**src/hw/rtl/cts_pkg.sv**
```systemverilog
package cts_pkg;

	localparam int MaxThreads = 16;
	localparam int IdxW = $clog2(MaxThreads);
	localparam int CntW = IdxW + 1;
	localparam int StW = 8;

	localparam logic [StW-1:0] ST_STOPPED = 8'hff;
	localparam logic [StW-1:0] ST_READY = 8'hfe;

	localparam logic [2:0] CMD_START = 3'd0;
	localparam logic [2:0] CMD_YIELD = 3'd1;
	localparam logic [2:0] CMD_SET = 3'd2;
	localparam logic [2:0] CMD_WAKE = 3'd3;
	localparam logic [2:0] CMD_EXIT = 3'd4;
	localparam logic [2:0] CMD_YIELD_TO = 3'd5;
	localparam logic [2:0] CMD_PEEK = 3'd6;
	localparam logic [2:0] CMD_STATUS = 3'd7;

	localparam logic [1:0] ADDR_THREAD_COUNT = 2'd0;

	typedef struct packed {
		logic en;
		logic we;
		logic [IdxW-1:0] addr;
		logic [StW-1:0] wdata;
	} mem_req_t;

	// thread count in use: zero becomes one, large values clamp
	function automatic logic [CntW-1:0] eff_count(input logic [4:0] tc);
		logic [CntW-1:0] c;
		if (tc == 5'd0) begin
			c = CntW'(1);
		end else if (tc > 5'(MaxThreads)) begin
			c = CntW'(MaxThreads);
		end else begin
			c = CntW'(tc);
		end
		return c;
	endfunction

endpackage

```
**src/hw/rtl/cts_mem.sv**
```systemverilog
module cts_mem (
	input  logic clk,
	input  cts_pkg::mem_req_t req,
	output logic [cts_pkg::StW-1:0] rdata
);
	import cts_pkg::*;

	logic [StW-1:0] mem [MaxThreads];

	always_ff @(posedge clk) begin
		if (req.en && req.we) begin
			mem[req.addr] <= req.wdata;
		end
		if (req.en && !req.we) begin
			rdata <= mem[req.addr];
		end
	end

endmodule

```
**src/hw/rtl/cts_unit.sv**
```systemverilog
module cts_unit (
	input  logic [cts_pkg::CntW-1:0] a,
	input  logic inc,
	input  logic [cts_pkg::CntW-1:0] n,
	output logic [cts_pkg::CntW-1:0] res,
	output logic ge
);
	import cts_pkg::*;

	logic [CntW-1:0] sum;

	// add then wrap by one subtraction of the count
	always_comb begin
		sum = a + CntW'(inc);
		ge = (sum >= n);
		res = ge ? (sum - n) : sum;
	end

endmodule

```
**src/hw/rtl/cooperative_thread_scheduler.sv**
```systemverilog
// Round robin cooperative thread scheduler. The thread table sits in a
// single-port memory that is touched at most once per cycle, and one shared
// add and wrap unit steps the yield, peek, exit and wake walks over it: start
// sweeps all 16 entries, a yield, peek or exit reduces the start index and
// then reads and checks each entry inspected, a wake reads and checks each
// thread in use, and every command ends with a read of the addressed entry.
// The input is not ready while an item is in work; the result is held in an
// output register, so the next item is taken while a result still waits.
module cooperative_thread_scheduler (
	input  logic clk,
	input  logic arst_n,
	// slave side
	input  logic s_tvalid,
	output logic s_tready,
	input  logic [23:0] s_tdata,  // thread_id[3:0], status_value[11:4], request_id[19:12],
	                              // only_ready[20]
	input  logic [2:0] s_tuser,   // cmd[2:0]
	// master side
	output logic m_tvalid,
	input  logic m_tready,
	output logic [23:0] m_tdata,  // done_flag[0], threaded[1], current_out[5:2],
	                              // next_found[6], next_thread[10:7], status_out[18:11]
	// configuration
	input  logic psel,
	input  logic penable,
	input  logic pwrite,
	input  logic [1:0] paddr,
	input  logic [31:0] pwdata,
	output logic [31:0] prdata,
	output logic pready
);
	import cts_pkg::*;

	localparam logic [3:0] S_IDLE = 4'd0;
	localparam logic [3:0] S_SWEEP = 4'd1;
	localparam logic [3:0] S_MOD = 4'd2;
	localparam logic [3:0] S_SRD = 4'd3;
	localparam logic [3:0] S_SCHK = 4'd4;
	localparam logic [3:0] S_SEND = 4'd5;
	localparam logic [3:0] S_SETW = 4'd6;
	localparam logic [3:0] S_WRD = 4'd7;
	localparam logic [3:0] S_WCHK = 4'd8;
	localparam logic [3:0] S_STRD = 4'd9;
	localparam logic [3:0] S_STLAT = 4'd10;

	logic [3:0] state_q;
	logic [4:0] tcount_q;
	logic [CntW-1:0] n;

	logic [2:0] cmd_q;
	logic [IdxW-1:0] id_q;
	logic [StW-1:0] sval_q;
	logic [StW-1:0] req_q;
	logic only_q;

	logic running_q;
	logic [IdxW-1:0] cur_q;
	logic [CntW-1:0] t_q;
	logic [IdxW-1:0] steps_q;
	logic rdy_q;
	logic blk_q;
	logic [IdxW-1:0] pick_q;
	logic done_q;
	logic found_q;
	logic [IdxW-1:0] cand_q;

	logic m_tvalid_q;
	logic [18:0] out_q;

	mem_req_t mreq;
	logic [StW-1:0] rd;

	logic [CntW-1:0] u_a;
	logic u_inc;
	logic [CntW-1:0] u_res;
	logic u_ge;

	logic accept;
	logic id_ok;
	logic have;
	logic [StW-1:0] status;

	cts_mem u_mem (
		.clk   (clk),
		.req   (mreq),
		.rdata (rd)
	);

	cts_unit u_unit (
		.a   (u_a),
		.inc (u_inc),
		.n   (n),
		.res (u_res),
		.ge  (u_ge)
	);

	// configuration register
	assign pready = 1'b1;
	assign prdata = (paddr == ADDR_THREAD_COUNT) ? {27'd0, tcount_q} : 32'd0;

	always_ff @(posedge clk or negedge arst_n) begin
		if (!arst_n) begin
			tcount_q <= 5'd1;
		end else if (psel && penable && pwrite && pready) begin
			tcount_q <= pwdata[4:0];
		end
	end

	assign n = eff_count(tcount_q);
	assign s_tready = (state_q == S_IDLE);
	assign accept = s_tvalid && s_tready;
	assign id_ok = ({1'b0, id_q} < n);
	assign have = rdy_q || blk_q;
	assign status = (running_q && id_ok) ? rd : ST_STOPPED;

	// shared unit: reduce the start index, otherwise step an index with wrap
	always_comb begin
		if (state_q == S_MOD) begin
			u_a = t_q;
			u_inc = 1'b0;
		end else begin
			u_a = t_q;
			u_inc = 1'b1;
		end
	end

	always_comb begin
		mreq = '0;
		case (state_q)
			S_SWEEP: begin
				mreq.en = 1'b1;
				mreq.we = 1'b1;
				mreq.addr = t_q[IdxW-1:0];
				mreq.wdata = (t_q < n) ? ST_READY : ST_STOPPED;
			end
			S_SRD, S_WRD: begin
				mreq.en = 1'b1;
				mreq.addr = t_q[IdxW-1:0];
			end
			S_SEND: begin
				if (cmd_q == CMD_EXIT && have) begin
					mreq.en = 1'b1;
					mreq.we = 1'b1;
					mreq.addr = cur_q;
					mreq.wdata = ST_STOPPED;
				end
			end
			S_SETW: begin
				mreq.en = 1'b1;
				mreq.we = 1'b1;
				mreq.addr = id_q;
				mreq.wdata = sval_q;
			end
			S_WCHK: begin
				if (rd == req_q) begin
					mreq.en = 1'b1;
					mreq.we = 1'b1;
					mreq.addr = t_q[IdxW-1:0];
					mreq.wdata = ST_READY;
				end
			end
			S_STRD: begin
				mreq.en = 1'b1;
				mreq.addr = id_q;
			end
			default: begin
				mreq = '0;
			end
		endcase
	end

	always_ff @(posedge clk or negedge arst_n) begin
		if (!arst_n) begin
			state_q <= S_IDLE;
			running_q <= 1'b0;
			cur_q <= '0;
			t_q <= '0;
			steps_q <= '0;
			rdy_q <= 1'b0;
			blk_q <= 1'b0;
			pick_q <= '0;
			done_q <= 1'b0;
			found_q <= 1'b0;
			cand_q <= '0;
			m_tvalid_q <= 1'b0;
		end else begin
			if (m_tvalid_q && m_tready && state_q != S_STLAT) begin
				m_tvalid_q <= 1'b0;
			end
			case (state_q)
				S_IDLE: begin
					if (accept) begin
						done_q <= 1'b0;
						found_q <= 1'b0;
						cand_q <= '0;
						rdy_q <= 1'b0;
						blk_q <= 1'b0;
						state_q <= S_STRD;
						case (s_tuser)
							CMD_START: begin
								if (!running_q) begin
									t_q <= '0;
									state_q <= S_SWEEP;
								end
							end
							CMD_YIELD, CMD_PEEK, CMD_EXIT: begin
								if (running_q) begin
									if (n == CntW'(1)) begin
										state_q <= S_SEND;
									end else begin
										t_q <= {1'b0, cur_q} + CntW'(1);
										steps_q <= IdxW'(n - CntW'(1));
										state_q <= S_MOD;
									end
								end
							end
							CMD_SET: begin
								if (running_q && ({1'b0, s_tdata[3:0]} < n)) begin
									state_q <= S_SETW;
								end
							end
							CMD_WAKE: begin
								if (running_q && s_tdata[19:12] != ST_READY
										&& s_tdata[19:12] != ST_STOPPED) begin
									t_q <= '0;
									state_q <= S_WRD;
								end
							end
							CMD_YIELD_TO: begin
								if (running_q && ({1'b0, s_tdata[3:0]} < n)) begin
									cur_q <= s_tdata[3:0];
									done_q <= 1'b1;
								end
							end
							default: begin
								state_q <= S_STRD;
							end
						endcase
					end
				end
				S_SWEEP: begin
					if (t_q[IdxW-1:0] == IdxW'(MaxThreads - 1)) begin
						running_q <= 1'b1;
						cur_q <= '0;
						state_q <= S_STRD;
					end else begin
						t_q <= t_q + CntW'(1);
					end
				end
				S_MOD: begin
					if (u_ge) begin
						t_q <= u_res;
					end else begin
						state_q <= S_SRD;
					end
				end
				S_SRD: begin
					state_q <= S_SCHK;
				end
				S_SCHK: begin
					if (rd == ST_READY) begin
						rdy_q <= 1'b1;
						pick_q <= t_q[IdxW-1:0];
						state_q <= S_SEND;
					end else begin
						// remember the first blocked thread as a fallback
						if (!blk_q && rd != ST_STOPPED) begin
							blk_q <= 1'b1;
							pick_q <= t_q[IdxW-1:0];
						end
						if (steps_q == IdxW'(1)) begin
							state_q <= S_SEND;
						end else begin
							steps_q <= steps_q - IdxW'(1);
							t_q <= u_res;
							state_q <= S_SRD;
						end
					end
				end
				S_SEND: begin
					if (cmd_q == CMD_EXIT) begin
						if (have) begin
							cur_q <= pick_q;
						end else begin
							running_q <= 1'b0;
							cur_q <= '0;
						end
					end else if (have) begin
						cand_q <= pick_q;
						if (rdy_q || !only_q) begin
							found_q <= 1'b1;
							if (cmd_q == CMD_YIELD) begin
								cur_q <= pick_q;
								done_q <= 1'b1;
							end
						end
					end
					state_q <= S_STRD;
				end
				S_SETW: begin
					state_q <= S_STRD;
				end
				S_WRD: begin
					state_q <= S_WCHK;
				end
				S_WCHK: begin
					if (rd == req_q) begin
						done_q <= 1'b1;
					end
					if (u_ge) begin
						state_q <= S_STRD;
					end else begin
						t_q <= u_res;
						state_q <= S_WRD;
					end
				end
				S_STRD: begin
					state_q <= S_STLAT;
				end
				S_STLAT: begin
					if (!m_tvalid_q || m_tready) begin
						m_tvalid_q <= 1'b1;
						state_q <= S_IDLE;
					end
				end
				default: begin
					state_q <= S_IDLE;
				end
			endcase
		end
	end

	// item fields and result beat payload
	always_ff @(posedge clk) begin
		if (accept) begin
			cmd_q <= s_tuser;
			id_q <= s_tdata[3:0];
			sval_q <= s_tdata[11:4];
			req_q <= s_tdata[19:12];
			only_q <= s_tdata[20];
		end
		if (state_q == S_STLAT && (!m_tvalid_q || m_tready)) begin
			out_q <= {status, cand_q, found_q, cur_q, running_q, done_q};
		end
	end

	assign m_tvalid = m_tvalid_q;
	assign m_tdata = {5'd0, out_q};

	// inactive table reports no current thread, no change and a stopped entry
	a_inactive_result: assert property (@(posedge clk) disable iff (!arst_n)
		(m_tvalid && !m_tdata[1]) |-> (m_tdata[5:2] == 4'd0 && m_tdata[0] == 1'b0
			&& m_tdata[18:11] == ST_STOPPED))
		else $error("inactive result carries thread data");

	a_found_needs_running: assert property (@(posedge clk) disable iff (!arst_n)
		(m_tvalid && m_tdata[6]) |-> m_tdata[1])
		else $error("candidate found while table inactive");

	a_busy_after_accept: assert property (@(posedge clk) disable iff (!arst_n)
		accept |=> !s_tready)
		else $error("input ready right after an accepted item");

	a_idle_no_write: assert property (@(posedge clk) disable iff (!arst_n)
		(state_q == S_IDLE) |-> !(mreq.en && mreq.we))
		else $error("table written while idle");

endmodule
```
**config.mk**
```make
export PLATFORM = sky130hd
export DESIGN_NAME = cooperative_thread_scheduler
export DESIGN_NICKNAME = d
export VERILOG_FILES = /design/src/hw/rtl/cts_pkg.sv /design/src/hw/rtl/cts_mem.sv /design/src/hw/rtl/cts_unit.sv /design/src/hw/rtl/cooperative_thread_scheduler.sv
export SDC_FILE = /design/constraint.sdc
export NUM_CORES = 1
export LEC_CHECK = 0
export BUFFER_PORTS_ARGS = -buffer_cell sky130_fd_sc_hd__buf_4
export CAP_MARGIN = 25
export CORE_ASPECT_RATIO = 1.1
export CORE_MARGIN = 2
export CORE_UTILIZATION = 40
export DETAILED_ROUTE_END_ITERATION = 8
export GPL_TIMING_DRIVEN = 0
export HOLD_SLACK_MARGIN = 0.03
export PLACE_DENSITY = 0.55
export RECOVER_POWER = 100
export SYNTH_ARGS = -nofsm -noshare
export SYNTH_HDL_FRONTEND = slang
export SYNTH_SLANG_ARGS = --single-unit
export TNS_END_PERCENT = 100
```
**constraint.sdc**
```tcl
create_clock -name clk -period 3.85 [get_ports clk]
set_clock_uncertainty 0.2 [all_clocks]
set_input_delay 0.9625 -clock clk [delete_from_list [all_inputs] [get_ports clk]]
set_output_delay 0.9625 -clock clk [all_outputs]
set_load 0.005 [all_outputs]
```
==> flow_metrics.env <==
export IMPL_synthSimpleGateAreaFrac=0.1066
export IMPL_fill_cells=2422
export IMPL_synth_xor_area_share=0.01505
export IMPL_placedCellCount=1298
export IMPL_setup_worst_path_end_class="register"
export IMPL_power_switching_share=0.3738
export IMPL_cp_start_kind="register"
export IMPL_setup_viol=0
export IMPL_root_buffer="clkbuf_16"
export IMPL_track_usage=0.1889
export IMPL_synthDistinctLibCells=78
export IMPL_hold_viol=0
export IMPL_rsz0062_at_grt="no"
export IMPL_holdBufCountCts=0
export IMPL_crit_arrival_ns=3.72
export IMPL_cts_sinks=215
export IMPL_grt_pass1_wl_mm=39.39
export IMPL_die_area_um2=27500
export IMPL_fin_nets=1063
export IMPL_cts_tree="yes"
export IMPL_first_iter_violations=456
export IMPL_synth_compound_area_frac=0.1527
export IMPL_synth_top_cell_area_share=0.5132
export IMPL_power_switching_mw=3.370
export IMPL_leakage_nw=4.739
export IMPL_syn_cell_area_um2=10470
export IMPL_finalMaxSlewViolations=37
export IMPL_std_cell_rows=62
export IMPL_mostFrequentLayoutCells="edfxtp_1, inv_1, buf_4"
export IMPL_tightest_slew_ns=2.168
export IMPL_crit_fanout=10
export IMPL_layout_cells_non_filler=1338
export IMPL_synth_area_leaders="edfxtp_1, dfrtp_1, inv_1"
export IMPL_grt_pass1_vias=6854
export IMPL_synth_edf_count=179
export IMPL_netlist_instances=849
export IMPL_p_int_mw=5.645
export IMPL_num_vias=6932
export IMPL_io_buffers=63
export IMPL_power_frac_clock=0.233
export IMPL_synth_top_area_cell="edfxtp_1"
export IMPL_drc_errors=0
export IMPL_status="finished, violations left"
export IMPL_synthMuxAreaShare=0.02210
export IMPL_synth_top_family_by_area="compound AO/OA/AOI/OAI gates"
export IMPL_violations="max-capacitance violations, max-slew violations"
export IMPL_post_route_period_util=0.9593
export IMPL_hold_class="register to register"
export IMPL_place_congestion=0.8336
export IMPL_die_h_um=173.7
export IMPL_pwr_share_seq=0.379
export IMPL_diodes=0
export IMPL_p_per_area_nw_per_um2=740.8
export IMPL_clkTransAtPathRegs_ns=0.06
export IMPL_pin_count=127
export IMPL_avgSynthCellArea_um2=12.34
export IMPL_ys_ff_latch=215
export IMPL_cts_inserted_buffers=23
export IMPL_clock_fmax_mhz=270.7
export IMPL_period_needed_ns=3.693
export IMPL_htree_num_levels=1
export IMPL_overflow=0
export IMPL_final_common_cell="edfxtp_1"
export IMPL_wl_per_cell_um=19.24
export IMPL_drtAntennaViolNets=0
export IMPL_die_x_um=158.3
export IMPL_grt_max_degree=37
export IMPL_ys_flop_type="edfxtp_1"
export IMPL_critical_path_class="register to register"
export IMPL_post_route_cells_drive_above_1_share=0.1897
export IMPL_hold_ws_ns=0.2444
export IMPL_p_comb_frac=0.388
export IMPL_yosysSeqAreaShare=0.5993
export IMPL_ir_drop_mv=0.3541
export IMPL_finalSetupTns_ns=0
export IMPL_clock_latency_ns=0.52
export IMPL_async_flop_share=0.1674
export IMPL_cap_violations=1
export IMPL_slew_headroom=-0.4451
export IMPL_synthAdderAreaFrac=0.02939
export IMPL_wl_mm=25.75
export IMPL_yosysWarnings=0
export IMPL_dp_hpwl_mm=18.67
export IMPL_drt_pre_antenna_iters=5
export IMPL_start_util=0.4042
export IMPL_core_area_um2=25910
export IMPL_viasPerCell=5.181
export IMPL_cp_required_ns=3.88
export IMPL_synthToLayoutAreaGrowth_pct=16.19
export IMPL_cts_max_path_buffers=3
export IMPL_antenna_found_initial=0
## metal layers
metal,global-route usage,part of all wire,vias to the layer above
met5,0,0,-
met4,0.05143,0.024,0
met3,0.02625,0.044,33
met2,0.3201,0.49,193
met1,0.2539,0.44,3360
li1,-,-,3346
## repair_timing
action	CTS	global route
endpoints found under the setup margin	5	23
cloned	0	0
gates resized for setup	1	7
buffers inserted	0	0
## metrics by stage
| stage | worst slack, ns | power, mW | utilization | instance area [um^2] |
|---|---|---|---|---|
| floorplan | 0.5294 | 5.766 | - | 10590 |
| global placement | -0.1634 | 6.933 | 0.4440 | 11500 |
| detailed placement | -0.1351 | 6.971 | 0.4452 | 11530 |
| CTS | 0.07222 | 9.113 | 0.4726 | 12240 |
| global route | 0.009182 | 9.533 | 0.4697 | 12170 |
| finish | 0.1565 | 9.015 | 0.4697 | 12170 |
## worst max-delay path, cell delays in order (launching register included)
cell      delay [ns]
edfxtp_1        0.43
xnor2_1         0.38
nand3_4         0.16
o31a_1          0.36
o211ai_1        0.55
buf_2           0.34
o221ai_1        0.16
a221oi_1        0.62
o32ai_1         0.20
## power groups by stage
stage	Sequential (mW)	Clock, mW	Combinational, mW
6_report	3.42	2.10	3.50
4_1_cts	3.42	2.16	3.53
3_5_place_dp	3.47	0	3.50
2_1_floorplan	3.37	0	2.40
3_3_place_gp	3.46	0	3.47
5_1_grt	3.46	2.24	3.83
## registers in the layout, summed over array words and instances (netlist names), 3 cells and up
| signal | flops |
|---|---|
| cur_q | 4 |
| steps_q | 4 |
| u_mem.rdata | 8 |
| sval_q | 8 |
| state_q | 4 |
| cmd_q | 3 |
| tcount_q | 5 |
| req_q | 8 |
| cand_q | 4 |
| t_q | 5 |
| u_mem.mem | 128 |
| id_q | 4 |
| out_q | 19 |
| pick_q | 4 |
## cell usage after synthesis, types with 20 or more instances
cell and n:
and3_1 27, ha_1 23, edfxtp_1 179, dfrtp_1 35, o221ai_1 26, inv_1 89
o21ai_0 29, nand2_1 31, nor2_1 50, buf_4 38, a21oi_1 26, a211oi_1 20
## cell type report
class | instances | area [um^2] | area share
Multi-Input combinational cell | 507 | 3560 | 0.2925
Clock inverter | 5 | 65.06 | 0.005346
Sequential cell | 215 | 6277 | 0.5158
Buffer | 67 | 431.7 | 0.03547
Inverter | 91 | 341.6 | 0.02807
Timing Repair Buffer | 66 | 412.9 | 0.03393
Tap cell | 352 | 440.4 | 0.03619
Clock buffer | 35 | 640.6 | 0.05264
## kinds of logic (layout without fill, tap and decap cells)
logic type,count (synthesis),count (layout)
XOR/XNOR,18,18
AO/OA/AOI/OAI,206,206
AND/OR/NAND/NOR,205,205
flip-flops,215,215
other,2,33
buffers and inverters,158,264
multiplexers,21,21
adder cells (fa/ha/maj),24,24
## worst paths after layout
check / slack, ns / to / startpoint / cells past startpoint
worst min-delay path: 0.24 / out_q[9]$_DFFE_PP_ / cand_q[2]$_DFFE_PN0P_ / 0
max in group asynchronous: 1.33 / pick_q[1]$_DFFE_PN0P_ / arst_n / 1
worst max-delay path: 0.16 / u_mem.rdata[1]$_DFFE_PP_ / u_mem.rdata[5]$_DFFE_PP_ / 8
worst min register to register: 0.24 / out_q[9]$_DFFE_PP_ / cand_q[2]$_DFFE_PN0P_ / 0
min in group asynchronous: 0.87 / steps_q[0]$_DFFE_PN0P_ / arst_n / 1
worst max register to register: 0.16 / u_mem.rdata[1]$_DFFE_PP_ / u_mem.rdata[5]$_DFFE_PP_ / 8
Power figures use the tool's default switching activity.
